`src/design/tgw_ram.sv`:
```
`timescale 1ns / 1ps
// Generic simple dual-port RAM: one write port, one read port with registered data.
// No dependencies.
module tgw_ram #(
  parameter int WIDTH = 8,
  parameter int DEPTH = 16
) (
  input  logic                     clk,
  input  logic                     we,
  input  logic [$clog2(DEPTH)-1:0] waddr,
  input  logic [WIDTH-1:0]         wdata,
  input  logic                     re,
  input  logic [$clog2(DEPTH)-1:0] raddr,
  output logic [WIDTH-1:0]         rdata
);

  logic [WIDTH-1:0] mem [DEPTH];

  // write, then registered read that holds when idle
  always_ff @(posedge clk) begin
    if (we) begin
      mem[waddr] <= wdata;
    end
    if (re) begin
      rdata <= mem[raddr];
    end
  end

endmodule

```
`config.mk`:
```
export PLATFORM = sky130hd
export DESIGN_NAME = tgw_ram
export DESIGN_NICKNAME = d
export VERILOG_FILES = /design/src/design/tgw_ram.sv
export SDC_FILE = /design/constraint.sdc
export NUM_CORES = 1
export LEC_CHECK = 0
export BUFFER_PORTS_ARGS = -buffer_cell sky130_fd_sc_hd__buf_2
export CAP_MARGIN = 20
export CORE_ASPECT_RATIO = 1.4
export CORE_MARGIN = 4
export CORE_UTILIZATION = 65
export CTS_CLUSTER_SIZE = 20
export DETAILED_ROUTE_END_ITERATION = 10
export HOLD_SLACK_MARGIN = 0.06
export PLACE_DENSITY = 0.94
export SLEW_MARGIN = 20
export SYNTH_ARGS = -nofsm -noshare
export SYNTH_HDL_FRONTEND = slang
export SYNTH_SLANG_ARGS = --single-unit
```
`constraint.sdc`:
```
create_clock -name clk -period 2.8 [get_ports clk]
set_clock_uncertainty 0.1 [all_clocks]
set_input_delay 0.28 -clock clk [delete_from_list [all_inputs] [get_ports clk]]
set_output_delay 0.28 -clock clk [all_outputs]
set_load 0.05 [all_outputs]
```
# == After elaboration in Yosys (flattened, before gate mapping) ==
# Memories as Yosys holds them, arrays and structs flattened. A register that Yosys moved wholly into a read port is not among the register bits.
# Index checks and enable logic that the tools add are counted.
# word_totals
reg_bits,0
ramBits,128
input_bits,19
output_inout_bits,8
wordCells,3
mem_count,1
# memory_table
name,depth,width,read_ports,rd_clocked_by_memory_dff,wr,line_no,text
mem,16,8,1,1,1,17,logic [WIDTH-1:0] mem [DEPTH];
# op_classes
n_mux,2
# ops
op,count
2-to-1 mux 1 bit,2

# == Longest topological paths before layout ==
# depth
word_depth,2
mapped_depth,5
ltp_nobuf,3

# == Worst setup path after synthesis ==
# OpenSTA, ideal clock, no wires.
# synth_timing
path_type,input-to-reg
start,input waddr[2]
end,memory mem[0][0] (enable)
setup_ps,383
arrival_ps,1390
t_required_ps,2317
slack_ps,927
stages,2
n_path_buf,0
path_cell_list,or3b_2 nor3_1
# synth_rtl
item,line_no,text
from (decl),10,"input logic [$clog2(DEPTH)-1:0] waddr,"
to (decl),17,
# No word-level cell before the write port.

==> impl_summary.log <==
[metrics] netlist area before placement: 0.005228 sq mm
[metrics] layout cell share with drive strength beyond 1: 27.61%
[metrics] top routing layer in use: met4
[metrics] setup tns final: 0 ps
[metrics] Tcrit/Tclk final: 60.68%
[metrics] Leak: 2.108 nW
[metrics] cell internal pwr: 3.911 mW
[metrics] slack of the worst reg-to-reg path: 1130 ps
[metrics] sequential cell area fraction in the yosys report: 78.12%
[metrics] Final HPWL DP: 6283 microns
[metrics] clock root cell: clkbuf_8
[metrics] unrepaired setup endpoints after global routing: false
[metrics] number of top-level pins: 27
[metrics] Tot GR Track Use: 24.66%
[metrics] leading cell type in the layout, fill and taps excluded: edfxtp_1
[metrics] outcome: complete, no violations
[metrics] nets: 303
[metrics] Routed WL: 10630 microns
[metrics] worst supply voltage drop on vdd: 679.4 uV
[metrics] maximum clock insertion buffer count: 2
[metrics] H-tree depth reported by CTS: 4
[metrics] clock-pin slew on the worst setup and hold paths: 60 ps
[metrics] depth of the worst register-to-register path: 3
[metrics] Clock power frac: 47.4%
[metrics] pins over their slew limit: 0
[metrics] number of cells produced by synthesis: 229
[metrics] maximum fanout along the worst path: 17
[metrics] end of the worst register-to-register path: rdata[5]
[metrics] worst hold path startpoint: waddr[0]
[metrics] top library cells by usage in the layout, fill and taps aside: edfxtp_1 (136), buf_2 (26), mux4_2 (18)
[metrics] final non-filler cell area: 0.006188 sq mm
[metrics] number of global-route vias before repair: 2778
[metrics] initial core utilization: 67.04%
[metrics] detailed-route wire length on metal 1: 3720 microns
[metrics] number of nets with antenna violations after routing: 0
[metrics] net switching fraction of the power: 19.47%
[metrics] type of the worst setup path: input pin to register
[metrics] total CTS buffers: 17
[metrics] die footprint: 0.009561 sq mm
[metrics] yosys warns: 0
[metrics] FMAX: 588.6 MHz
[metrics] shortest clock period the worst path allows after layout: 1699 ps
[metrics] final hold slack: 179.6 ps
[metrics] detailed route wirelength on metal3: 872 microns
[metrics] max_slew headroom: 35.36%
[metrics] DRC viols: 0
[metrics] power density over cell area: 784.9 mW/mm^2
[metrics] nature of the critical path endpoint: register
[metrics] WL per Instance: 26.77 microns
[metrics] final count of hold timing violations: 0
[metrics] placed cell areas: 0.005492 sq mm
[metrics] average cell area after synthesis: 22.83 sq um
[metrics] crit-path cells: buf_2, buf_4, mux4_1, a22oi_1, nand2_1
[metrics] Combinational Power Share: 5.1%
[metrics] number of distinct library cells after synthesis: 18
[metrics] share of power burned in registers: 47.5%
[metrics] Slowest cell on crit path: mux4_1
[metrics] worst skew pair latency: 530 ps
[metrics] cell row count: 38
[metrics] critical path arrival: 1870 ps
[metrics] horizontal extent of the die: 83.79 microns
[metrics] Crit Reg-Reg Startpoint: mem[2][5]
[metrics] Synth Net Count: 248
[metrics] global route total overflow: 0
[metrics] endpoint with the worst hold slack: mem[4][4]
[metrics] TritonCTS clock tree: yes
[metrics] required time at the worst-slack endpoint: 2970 ps
[metrics] number of DRC markers after the initial detailed-route iteration: 292
[metrics] final standard cell utilization of the core: 79.36%
[metrics] count of state elements after synthesis: 136
[metrics] area overhead of the layout relative to synthesis: 18.38%
[metrics] standard cell core area: 0.007797 sq mm
[metrics] per-cell via count in the routed design: 6.569
[metrics] worst min-delay path category: input pin to register
[metrics] via count of the routed design: 2608
[metrics] NetSw: 0.9459 mW
[metrics] antenna violations before repair: 0
[metrics] WHS Path Cells: 2
[metrics] worst stage delay on the critical path: 600 ps
[metrics] final count of negative-setup-slack endpoints: 0
[metrics] maximum number of pins on one net before global-route repair: 33
[metrics] Buffers on Ports: 26
[metrics] die boundary height: 114.1 microns
[metrics] type of element launching the critical path: input pin
[metrics] number of inserted diodes: 0
[metrics] number of maximum-capacitance violations: 0
[metrics] wire length on met2: 5777 microns
[metrics] DR pass1 iterations: 5
[metrics] Final GP Congestion: 0.7943
[metrics] TritonCTS sink count: 136
[metrics] actual transition at the worst max-transition pin: 966.0 ps
[metrics] global-route wire length before repair: 16190 microns
[metrics] cells resized by post-CTS repair: 0
-- layer usage --
layer	up-vias	GRT usage, %
met3	26	8.423
li1	1093	-
met2	151	41.80
met5	-	0
met1	1338	28.78
met4	0	10.94
-- synthesized netlist by cell type --
library cell     number  area [sq um]
nor2_1               13         48.80
a22oi_1              16         120.1
buf_2                 3         15.01
nor3_1                4         20.02
nand3_1               1         5.000
mux4_1               14         367.9
edfxtp_1            136          4084
mux4_2               18         405.4
nand2b_1              2         12.51
buf_6                 3         33.78
nand3b_1              2         15.01
nand2_1               9         33.78
buf_4                 1         7.510
and2_1                1         6.260
nor2b_1               1         6.260
and2b_1               1         7.510
or3b_2                1         8.760
clkdlybuf4s25_2       3         30.03
-- worst max-delay path: cells and delay by family --
family	cells	cell delay, ps
AND/OR/NAND/NOR	1	80
buffers and inverters	2	730
multiplexers	1	600
AO/OA/AOI/OAI	1	180
-- sequential cells by signal (all words and copies together), names as in the netlist --
register / cells
mem: 128
rdata: 8
-- how the worst max path moves through the flow --
stage             start  depth (start not counted)   endpoint  slack (ps)
3_3_place_gp   raddr[0]                          5   rdata[1]         620
2_1_floorplan  waddr[2]                          2  mem[0][0]         930
3_5_place_dp   raddr[0]                          5   rdata[1]         570
5_1_grt        raddr[0]                          5   rdata[2]        1000
4_1_cts        raddr[0]                          5   rdata[1]        1130
6_report       raddr[0]                          5   rdata[1]        1100
-- logic make-up (layout without fill, tap and decap cells) --
group           count (synthesis)  after routing  synth area share (%)
simple gates                   35             35                 3.136
compound gates                 16             16                 2.298
buf+inv                        10             78                 1.651
flops                         136            136                 78.12
mux                            32             32                 14.79
-- metrics by stage --
stage	cells	total power [mW]	worst slack [ps]
after floorplan	229	2.496	927.1
after global placement	356	2.570	620.4
after detailed placement	356	2.583	566.7
after CTS	397	4.879	1125
after global routing	397	5.003	1002
final	397	4.857	1101
-- final cells by class --
cell class / instances / area, sq um
multi-input cells: 83 / 1057
well taps: 100 / 125.1
clock inverters: 11 / 177.7
repair buffers: 46 / 315.3
flip-flops and latches: 136 / 4084
clock buffers: 21 / 429.2
fillers: 377 / 1609
-- power by group through the flow --
stage               combinational [mW]  clock (mW)  sequential (mW)
detailed placement               0.235           0             2.35
finish                           0.249        2.30             2.31
global route                     0.264        2.43             2.31
CTS                              0.248        2.32             2.31
floorplan                        0.116           0             2.38
global placement                 0.224           0             2.35
-- what timing repair did --
item,4_1_cts,5_1_grt
hold buffers,9,0
setup buffers,0,0
endpoints found under the hold margin,136,0
No activity file was read; power rests on OpenSTA's default activity.
